<file path="src/rtl/pse_pkg.sv">
// Package for the postfix stack evaluator: opcode codes, sign and limit constants and the queue entry type.
// No dependencies.
`default_nettype none
package pse_pkg;
    typedef enum logic [2:0] {
        OP_NUM = 3'd0,
        OP_ADD = 3'd1,
        OP_SUB = 3'd2,
        OP_MUL = 3'd3,
        OP_DIV = 3'd4,
        OP_END = 3'd5
    } t_opcode;

    localparam logic [63:0] SIGN_BIT = 64'h8000_0000_0000_0000;
    localparam logic [63:0] LIMIT_Q  = 64'd1677721600000000;

    typedef struct packed {
        logic [2:0]  opcode;
        logic [63:0] value;
    } t_token;
endpackage
`default_nettype wire

</file>
<file path="src/rtl/pse_front.sv">
// Front part: accepts tokens, drops unused opcodes, queues the rest (two entries).
// Depends on pse_pkg.
`default_nettype none
module pse_front (
    input  wire              i_clk,
    input  wire              i_rst_n,
    input  wire              i_valid,
    output logic             o_ready,
    input  wire  [2:0]       i_opcode,
    input  wire  [63:0]      i_value,
    output logic             o_tok_valid,
    input  wire              i_tok_ready,
    output pse_pkg::t_token  o_tok
);
    pse_pkg::t_token r_q [2];
    logic [1:0] r_cnt;
    logic       r_rd;
    logic       push, pop, keep;

    assign keep        = (i_opcode <= 3'(pse_pkg::OP_END));
    assign o_ready     = (r_cnt != 2'd2);
    assign push        = i_valid && o_ready && keep;
    assign pop         = o_tok_valid && i_tok_ready;
    assign o_tok_valid = (r_cnt != 2'd0);
    assign o_tok       = r_q[r_rd];

    always_ff @(posedge i_clk) begin
        if (!i_rst_n) begin
            r_cnt <= 2'd0;
            r_rd  <= 1'b0;
        end else begin
            if (pop) r_rd <= ~r_rd;
            r_cnt <= r_cnt + 2'(push) - 2'(pop);
        end
        // write slot is read pointer plus count
        if (push) r_q[r_rd ^ r_cnt[0]] <= '{opcode: i_opcode, value: i_value};
    end
endmodule
`default_nettype wire

</file>
<file path="config.mk">
export PLATFORM = sky130hd
export DESIGN_NAME = pse_front
export DESIGN_NICKNAME = d
export VERILOG_FILES = /design/src/rtl/pse_pkg.sv /design/src/rtl/pse_front.sv
export SDC_FILE = /design/constraint.sdc
export NUM_CORES = 1
export LEC_CHECK = 0
export BUFFER_PORTS_ARGS = -buffer_cell sky130_fd_sc_hd__clkbuf_2
export CAP_MARGIN = 10
export CORE_MARGIN = 2
export CORE_UTILIZATION = 48
export DETAILED_ROUTE_END_ITERATION = 10
export PLACE_DENSITY_LB_ADDON = 0.05
export SLEW_MARGIN = 25
export SYNTH_ARGS = -nofsm -noshare
export SYNTH_HDL_FRONTEND = slang
export SYNTH_SLANG_ARGS = --single-unit
</file>
<file path="constraint.sdc">
create_clock -name i_clk -period 5.01 [get_ports i_clk]
set_input_delay 0.2505 -clock i_clk [delete_from_list [all_inputs] [get_ports i_clk]]
set_output_delay 0.2505 -clock i_clk [all_outputs]
set_load 0.02 [all_outputs]
</file>
# --- Yosys cells after proc, flatten, opt, wreduce, memory -nomap -nowiden ---
# Memory sizes are Yosys's and may differ from the RTL's. A register that Yosys moved wholly into a read port is not among the register bits.
# Index checks and enable logic that the tools add are counted.
# Widths: inputs -> output; s select.
classes:
  addsub: 2
  multipliers: 0
  n_div: 0
  order_cmp: 1
  n_eq_ne: 1
  shifts: 0
  mux: 4
  n_bitwise: 2
  n_reduce_logical: 4
op_table:
  columns: ["cell", "count"]
  rows:
  - ["$mux 1", 4]
  - ["$le 3x3->1 const B", 1]
  - ["$logic_and 1x1->1", 3]
  - ["$add 2x1->2", 1]
  - ["$ne 2x2->1 const B", 1]
  - ["$reduce_bool 2->1", 1]
  - ["$sub 2x1->2", 1]
  - ["$not 1->1", 1]
  - ["$xor 1x1->1", 1]
word_totals:
  regBits: 3
  latch_bits: 0
  mem_bits_rw: 134
  rom_bits: 0
  input_bits: 71
  out_inout_bits: 69
  elab_cells: 17
  n_memories: 1
memory_table:
  columns: ["memory", "words", "word_bits", "read_ports", "rd_ports_with_merged_regs", "write_ports", "line_no", "rtl"]
  rows:
  - ["r_q", 2, 67, 1, 1, 1, "pse_front.sv:15", "pse_pkg::t_token r_q [2];"]

# --- Depth between registers and ports, before layout ---
# Gate-level depths: netlist of run 1.
depth:
  ltp_word: 5
  depth_mapped: 7
  depth_no_buf: 7

# --- Worst setup path before layout of run 1 ---
# OpenSTA, ideal clock, no wires.
synth_timing:
  kind: "register to register"
  start: "register r_rd"
  end: "memory r_q[0][0] in the netlist's numbering (enable)"
  setup_time_ps: 514
  arrival_ps: 3968
  required_ps: 4496
  setup_slack_ps: 528
  path_stages_with_launch: 3
  n_path_buf: 0
  cell_sequence: "dfxtp_1 -> or3_1 -> a21oi_1"
synth_between:
  elab_chain_cells: 1
synth_rtl:
  columns: ["element", "line_no", "rtl"]
  rows:
  - ["start, declared", "pse_front.sv:17", "logic r_rd;"]
  - ["start signal, assigned", "pse_front.sv:32", "if (pop) r_rd <= ~r_rd;"]
  - ["$xor 1x1->1", "pse_front.sv:36", "if (push) r_q[r_rd ^ r_cnt[0]] <= '{opcode: i_opcode, value: i_value};"]
  - ["end, declared", "pse_front.sv:15", null]
# No other way between the ends.

==> results of run 1 <==
logic make-up (layout without fill, tap and decap cells):
kind of cell | count (synthesis) | count (layout) | share of synthesized area, %
AOI/OAI and AO/OA | 4 | 4 | 0.530
and+or+nand+nor | 11 | 11 | 1.28
muxes | 69 | 69 | 17.1
adders and majority gates | 2 | 2 | 0.482
buffers and inverters | 8 | 245 | 1.16
xor gates and xnor gates | 1 | 1 | 0.434
DFF | 138 | 138 | 79.0
worst min-delay path by stage:
| stage | to | cells after the start |
|---|---|---|
| 5_1_grt | r_rd | 3 |
| 6_report | flop | 3 |
| 4_1_cts | flop | 3 |
| 2_1_floorplan | r_q[0][0] | 0 |
| 3_5_place_dp | r_q[0][20] | 1 |
| 3_3_place_gp | r_q[0][28] | 1 |
registers in the layout (all words and copies together), names as in the netlist, named ones only:
name,cells
r_q,134
r_cnt,2
r_rd,1
worst reg2reg max path, cell delays in order, from the launching register on:
cell and delay, ns:
dfxtp_1 0.40, or3b_1 0.41, a21oi_4 0.14, buf_4 0.42
power groups by stage:
stage	logic, mW	registers, mW	clock network, mW
after floorplan	0.701	1.61	0
after global placement	0.920	1.66	0
after detailed placement	0.971	1.63	0
after CTS	1.02	1.61	1.29
after global routing	1.07	1.63	1.34
final	1.00	1.61	1.27
metal layers:
layer  wire (um)  up-vias  GRT usage, %
met4          76        0          5.22
met5           0        -             0
met3         663        6          6.57
met1        3900     1406          18.8
li1            -     1374             -
met2        4980       95          30.2
repair_timing:
item | 4_1_cts | 5_1_grt
gates resized for setup | 0 | 0
hold endpoints to repair | 135 | 0
hold buffers | 68 | 0
Yosys cell counts:
library cell  number  area, sq um
mux2_2            37          417
xnor3_1            1         22.5
buf_2              3         15.0
mux2i_1            2         20.0
nand2b_1           4         25.0
ha_1               2         25.0
dfxtp_1            4         80.1
or3_1              1         6.26
nor2b_1            1         6.26
buf_6              3         33.8
buf_4              1         7.51
or2_2              1         6.26
or3b_1             1         8.76
inv_1              1         3.75
o21a_1             1         7.51
edfxtp_1         134         4020
and2_1             1         6.26
a21bo_2            1         10.0
nand2_1            2         7.51
a21oi_1            2         10.0
mux2_4            30          450
layout make-up:
type	instances	share of cell area (%)
clock inverters	13	2.59
repair buffers	212	19.4
well taps	136	2.31
clock buffers	19	5.71
inverters	1	0.0509
flip-flops and latches	138	55.7
multi-input cells	87	14.2
==> qor.csv, run 1 <==
stage,metric,value,unit
outcome,status,completed,
synth,post_synth.cell_area_avg,22.3,sq um
clock_network,clk_latency,0.50,ns
layout,nets,530,
sta,finalCritPeriodShare,46.3,%
placed_design,placed_cells,506,
clock_network,clkTransAtPathRegs,0.06,ns
sta,min_period,2.32,ns
layout,nFillCells,701,
detailed_routing,drt_first_iter_violations,85,
layout,layout_common_cells,"139 x clkbuf_2, 134 x edfxtp_1, 68 x dlygate4sd3_1",
floorplanning,dieArea,11700,sq um
layout,design_area,7380,sq um
synth,synth_seq_cells,138,
critical_path,worst_r2r_path_depth,3,
synth,yosysWarnings,0,
clock_network,post_cts_buffers,0,
power,p_switching,1.10,mW
worst_hold_path,hold_class,input port to flop,
run,cap_viol_max_count,0,
floorplanning,ios,140,
placed_design,hpwl,5.90,mm
sta,relSlewSlack,63.4,%
critical_path,cp_data_arrival_time,2.07,ns
critical_path,endpoint_kind,output pin,
global_route,grt_pass1_vias,2989,
floorplanning,coreArea,10400,sq um
detailed_routing,drc,0,
global_route,grt_overflow,0,
critical_path,slowest_delay,0.71,ns
layout,final_cell_count_no_fill,606,
clock_network,htree_levels,4,
critical_path,cp_slowest_cell,dfxtp_4,
detailed_routing,wire_per_inst,15.9,um
sta,skew,0.00950,ns
clock_network,cts_tree,done,
layout,area_delta_synth_final,42.1,%
critical_path,rrSetupSlack,3.25,ns
power,swShare,28.4,%
critical_path,crit_family,flip-flops,
sta,rsz0062_at_grt,no,
sta,setup_viol,0,
placed_design,dpl_worst_slack,3.17,ns
synth,yosysSeqAreaShare,79.0,%
clock_network,cts_buffers,17,
layout,drive_gt1_share,52.3,%
clock_network,cts_root_buffer,clkbuf_8,
critical_path,crit_path_cell_trace,buf_16 -> mux2_2 -> clkbuf_2,
sta,hold_violations,0,
critical_path,criticalPathCategory,flop to output pin,
sta,worst_hold_slack,0.138,ns
clock_network,cts_buffer_depth,2,
layout,multi_input_area,1050,sq um
sta,max_freq,432,MHz
sta,worst_pin_slew,0.550,ns
sta,worst_slack,2.69,ns
global_route,grt_use_total,17.0,%
synth,syn_area,5190,sq um
worst_hold_path,hold_start,i_tok_ready,
detailed_routing,viasPerCell,4.75,
layout,diodes,0,
floorplanning,initial_core_util,49.8,%
clock_network,cts_sinks,138,
critical_path,crit_buf_inv,2,
global_route,grt_max_degree,38,
power,intPower,2.77,mW
sta,slew_violations,0,
power,seqPwrFrac,41.5,%
critical_path,r2r-start,r_rd,
floorplanning,placementRows,37,
critical_path,required,4.76,ns
detailed_routing,via_count,2881,
power,leakage,2.88,nW
power,ir_drop,0.322,mV
power,clkPwrFrac,32.7,%
layout,final-seq-area,4110,sq um
detailed_routing,wirelength,9.62,mm
sta,tns,0,ns
critical_path,critPathLaunchType,flop,
detailed_routing,drt_first_pass_iters,4,
layout,utilization,70.8,%
critical_path,rr_endpoint,r_q[1][60],
power,power.density,525,nW/um^2
critical_path,critical_path_cell_count,3,
power,p_comb_share,25.8,%
layout,layout_commonest_cell,clkbuf_2,
power,finalPower,3.87,mW
synth,synthCells,233,
critical_path,crit_path_end,o_tok[9],
synth,synth_nets,306,
placed_design,portBuffers,139,
critical_path,crit_fanout,37,
floorplanning,die_y,108,um
synth,synth.distinct_cells,21,
floorplanning,die_w,108,um
global_route,grt_pass1_wl,14.5,mm
detailed_routing,route.antenna.remaining_nets,0,
placed_design,gp_congestion,0.726,
global_route,antenna_found_initial,0,
placed_design,post_dp_cell_area,6090,sq um
No activity file was read; power rests on OpenSTA's default activity.
==> run 2, diff against run 1 <==
clock period = 2.4 ns   (was 5.01 ns; I/O delays follow)
==> qor.csv, run 2 (synthesis gave the netlist of run 1 again) <==
stage,metric,value,unit
critical_path,endpoint_kind,output pin,
power,finalPower,8.21,mW
detailed_routing,route.antenna.remaining_nets,0,
worst_hold_path,holdPathEnd,r_q[1][54],
layout,area_delta_synth_final,42.8,%
clock_network,cts_sinks,138,
clock_network,htree_levels,4,
detailed_routing,via_count,2863,
floorplanning,die_y,108,um
detailed_routing,drt_first_iter_violations,73,
sta,setup_viol,0,
detailed_routing,viasPerCell,4.73,
sta,hold_violations,0,
global_route,grt_max_degree,35,
critical_path,rr_endpoint,r_q[1][31],
sta,worst_pin_slew,0.479,ns
floorplanning,coreArea,10400,sq um
worst_hold_path,hold_class,input port to flop,
detailed_routing,drt_first_pass_iters,4,
sta,min_period,2.11,ns
critical_path,slowest_delay,0.65,ns
power,leakage,2.91,nW
placed_design,placed_cells,507,
layout,final_cell_count_no_fill,605,
critical_path,crit_family,flip-flops,
floorplanning,initial_core_util,49.8,%
critical_path,cp_slowest_cell,dfxtp_4,
critical_path,worst_r2r_path_depth,3,
placed_design,hpwl,5.59,mm
sta,rsz0062_at_grt,no,
sta,slew_violations,0,
outcome,status,completed,
layout,drive_gt1_share,52.2,%
critical_path,crit_buf_inv,2,
run,cap_viol_max_count,0,
floorplanning,placementRows,37,
critical_path,cp_data_arrival_time,1.99,ns
worst_hold_path,hold_path_depth,2,
clock_network,post_cts_buffers,0,
detailed_routing,wirelength,9.28,mm
layout,layout_commonest_cell,clkbuf_2,
clock_network,clkTransAtPathRegs,0.06,ns
clock_network,cts_root_buffer,clkbuf_8,
sta,max_freq,474,MHz
layout,largest_reg_flops,134,
floorplanning,die_w,108,um
global_route,grt_pass1_vias,2892,
clock_network,ctsHoldBuffers,69,
detailed_routing,drc,0,
sta,relSlewSlack,68.0,%
layout,nFillCells,687,
floorplanning,ios,140,
sta,tns,0,ns
global_route,antenna_found_initial,0,
detailed_routing,wire_per_inst,15.3,um
layout,nets,532,
power,power.density,1110,nW/um^2
critical_path,required,2.28,ns
critical_path,criticalPathCategory,flop to output pin,
layout,utilization,71.2,%
global_route,grt_overflow,0,
clock_network,cts_buffer_depth,2,
floorplanning,dieArea,11700,sq um
global_route,grt_use_total,16.3,%
global_route,grt_pass1_wl,13.9,mm
sta,skew,0.00388,ns
critical_path,critPathLaunchType,flop,
clock_network,clk_latency,0.50,ns
layout,diodes,0,
power,ir_drop,0.698,mV
critical_path,crit_path_cell_trace,buf_4 -> mux2_2 -> clkbuf_2,
clock_network,cts_tree,done,
critical_path,crit_fanout,28,
placed_design,portBuffers,139,
worst_hold_path,hold_start,i_value[54],
clock_network,cts_resized,0,
placed_design,gp_congestion,0.733,
clock_network,cts_buffers,17,
layout,layout_common_cells,"139 x clkbuf_2, 134 x edfxtp_1, 69 x dlygate4sd3_1",
sta,finalCritPeriodShare,88.0,%
critical_path,r2r-start,r_rd,
critical_path,rrSetupSlack,0.66,ns
## run 2: changes by cell type in the layout (fill, tap and decap cells not counted), moves of 2 or more
cell / change
clkbuf_1: -2
bufinv_16: +2
inv_6: -2
clkinvlp_4: -3
## run 2: routing by layer
layer | up-vias | GRT usage (%) | share of wire [%]
li1 | 1381 | - | -
met1 | 1378 | 19.8 | 43
met2 | 95 | 27.4 | 51
met3 | 9 | 4.46 | 5.0
met4 | 0 | 7.14 | 1.0
met5 | - | 0 | 0
## run 2: through the flow
step	cell area (sq um)	hold slack (ns)	setup WS [ns]
6_report	7410	0.350	0.289
5_1_grt	7410	0.323	0.179
4_1_cts	7410	0.307	0.224
3_5_place_dp	6090	0.313	0.659
3_3_place_gp	6090	0.309	0.676
2_1_floorplan	5220	0.219	0.0693
## run 2: worst max path at each step
| stage | start | end | slack [ns] | depth (start not counted) |
|---|---|---|---|---|
| 2_1_floorplan | r_rd | r_q[1][0] | 0.07 | 2 |
| 3_3_place_gp | r_rd | r_q[1][30] | 0.68 | 3 |
| 3_5_place_dp | r_rd | r_q[1][43] | 0.66 | 3 |
| 4_1_cts | flop | o_tok[23] | 0.22 | 3 |
| 5_1_grt | flop | o_tok[18] | 0.18 | 3 |
| 6_report | flop | o_tok[18] | 0.29 | 3 |
## run 2: final cells by class
| class | instances | area [sq um] | share of cell area [%] |
|---|---|---|---|
| Multi-Input combinational cell | 87 | 1050 | 14.2 |
| Inverter | 1 | 3.75 | 0.0506 |
| Timing Repair Buffer | 214 | 1440 | 19.5 |
| Clock inverter | 12 | 224 | 3.02 |
| Clock buffer | 17 | 414 | 5.59 |
| Tap cell | 136 | 170 | 2.29 |
| Sequential cell | 138 | 4110 | 55.4 |
## run 2: report_power, final
part	switching [mW]	total, mW	internal (mW)	leakage (nW)
registers	0.168	3.33	3.17	1.27
logic	1.18	2.10	0.923	1.33
clock network	0.895	2.78	1.88	0.312
total	2.24	8.21	5.97	2.91
==> run 3, diff against run 2 <==
MAX_ROUTING_LAYER = met4   (was not set)
==> qor.csv, run 3 (synthesis gave the netlist of run 1 again) <==
stage,metric,value,unit
floorplanning,die_y,108,um
placed_design,hpwl,5.59,mm
sta,skew,0.00405,ns
clock_network,clkTransAtPathRegs,0.06,ns
critical_path,cp_slowest_cell,dfxtp_4,
sta,relSlewSlack,68.2,%
power,ir_drop,0.698,mV
critical_path,cp_data_arrival_time,1.98,ns
sta,finalCritPeriodShare,87.5,%
layout,area_delta_synth_final,42.8,%
layout,layout_commonest_cell,clkbuf_2,
critical_path,crit_path_cell_trace,buf_4 -> mux2_2 -> clkbuf_2,
sta,max_freq,476,MHz
detailed_routing,viasPerCell,4.75,
sta,rsz0062_at_grt,no,
clock_network,cts_root_buffer,clkbuf_8,
clock_network,post_cts_buffers,0,
outcome,status,completed,
critical_path,crit_fanout,28,
layout,diodes,0,
critical_path,criticalPathCategory,flop to output pin,
sta,setup_viol,0,
global_route,grt_overflow,0,
global_route,grt_use_total,16.8,%
floorplanning,ios,140,
detailed_routing,via_count,2874,
floorplanning,placementRows,37,
floorplanning,coreArea,10400,sq um
sta,hold_violations,0,
clock_network,cts_buffer_depth,2,
clock_network,cts_sinks,138,
global_route,grt_max_degree,35,
floorplanning,die_w,108,um
critical_path,endpoint_kind,output pin,
sta,tns,0,ns
placed_design,gp_congestion,0.742,
sta,slew_violations,0,
layout,nFillCells,687,
detailed_routing,route.antenna.remaining_nets,0,
clock_network,cts_tree,done,
layout,largest_reg_flops,134,
floorplanning,dieArea,11700,sq um
layout,nets,532,
global_route,grt_pass1_vias,2894,
global_route,grt_pass1_wl,13.9,mm
global_route,antenna_found_initial,0,
detailed_routing,drc,0,
floorplanning,initial_core_util,49.8,%
layout,utilization,71.2,%
detailed_routing,drt_first_pass_iters,4,
worst_hold_path,hold_class,input port to flop,
power,leakage,2.91,nW
placed_design,portBuffers,139,
run,cap_viol_max_count,0,
critical_path,critPathLaunchType,flop,
layout,layout_common_cells,"139 x clkbuf_2, 134 x edfxtp_1, 69 x dlygate4sd3_1",
layout,drive_gt1_share,52.2,%
power,power.density,1110,nW/um^2
clock_network,cts_buffers,17,
critical_path,slowest_delay,0.64,ns
detailed_routing,wire_per_inst,15.4,um
clock_network,clk_latency,0.50,ns
detailed_routing,drt_first_iter_violations,51,
sta,min_period,2.10,ns
clock_network,htree_levels,4,
sta,worst_pin_slew,0.476,ns
critical_path,required,2.28,ns
detailed_routing,wirelength,9.30,mm
run 3: cell counts in the layout (fill, tap and decap cells not counted):
No cell type changed its count.
run 3: what timing repair did:
action	4_1_cts	5_1_grt
resized for setup	0	0
hold buffers	69	0
hold endpoints to repair	138	0
run 3: metrics by stage:
step	hold WS (ns)	power, mW	std cells	instance area, sq um	setup WS [ns]
floorplan	0.219	4.79	233	5220	0.0693
global placement	0.309	5.39	507	6090	0.676
detailed placement	0.313	5.42	507	6090	0.659
CTS	0.307	8.30	605	7410	0.224
global route	0.320	8.56	605	7410	0.174
finish	0.350	8.21	605	7410	0.300
run 3: path summary, 6_finish.rpt:
check,start,endpoint,slack (ns),depth (start not counted)
min,i_value[54],r_q[1][54],0.35,2
min reg2reg,r_rd,flop,0.53,2
max reg2reg,r_rd,r_q[1][31],0.66,3
max,flop,o_tok[23],0.30,3
run 3: power breakdown:
part	switching (mW)	internal (mW)
registers	0.168	3.17
clock network	0.899	1.88
logic	1.18	0.923
total	2.25	5.97
run 3: layout make-up:
class | instances | area, sq um | area share [%]
Sequential cell | 138 | 4110 | 55.4
Timing Repair Buffer | 214 | 1440 | 19.5
Multi-Input combinational cell | 87 | 1050 | 14.2
Clock buffer | 17 | 414 | 5.59
Clock inverter | 12 | 224 | 3.02
Tap cell | 136 | 170 | 2.29
Inverter | 1 | 3.75 | 0.0506
run 3: critical path, delay by kind of cell, from the launching register on:
kind                   cells  cell delay, ns
multiplexers               1            0.36
flip-flops                 1            0.64
buffers and inverters      2            0.47
run 3: layer usage:
layer  vias to the layer above  wire, um  GRT usage (%)  share of wire [%]
li1                       1381         -              -                  -
met1                      1386      3960           19.8                 43
met2                        99      4800           27.5                 52
met3                         8       457           4.64                4.9
met5                         -         0              -                  0
met4                         0        87           6.87               0.94
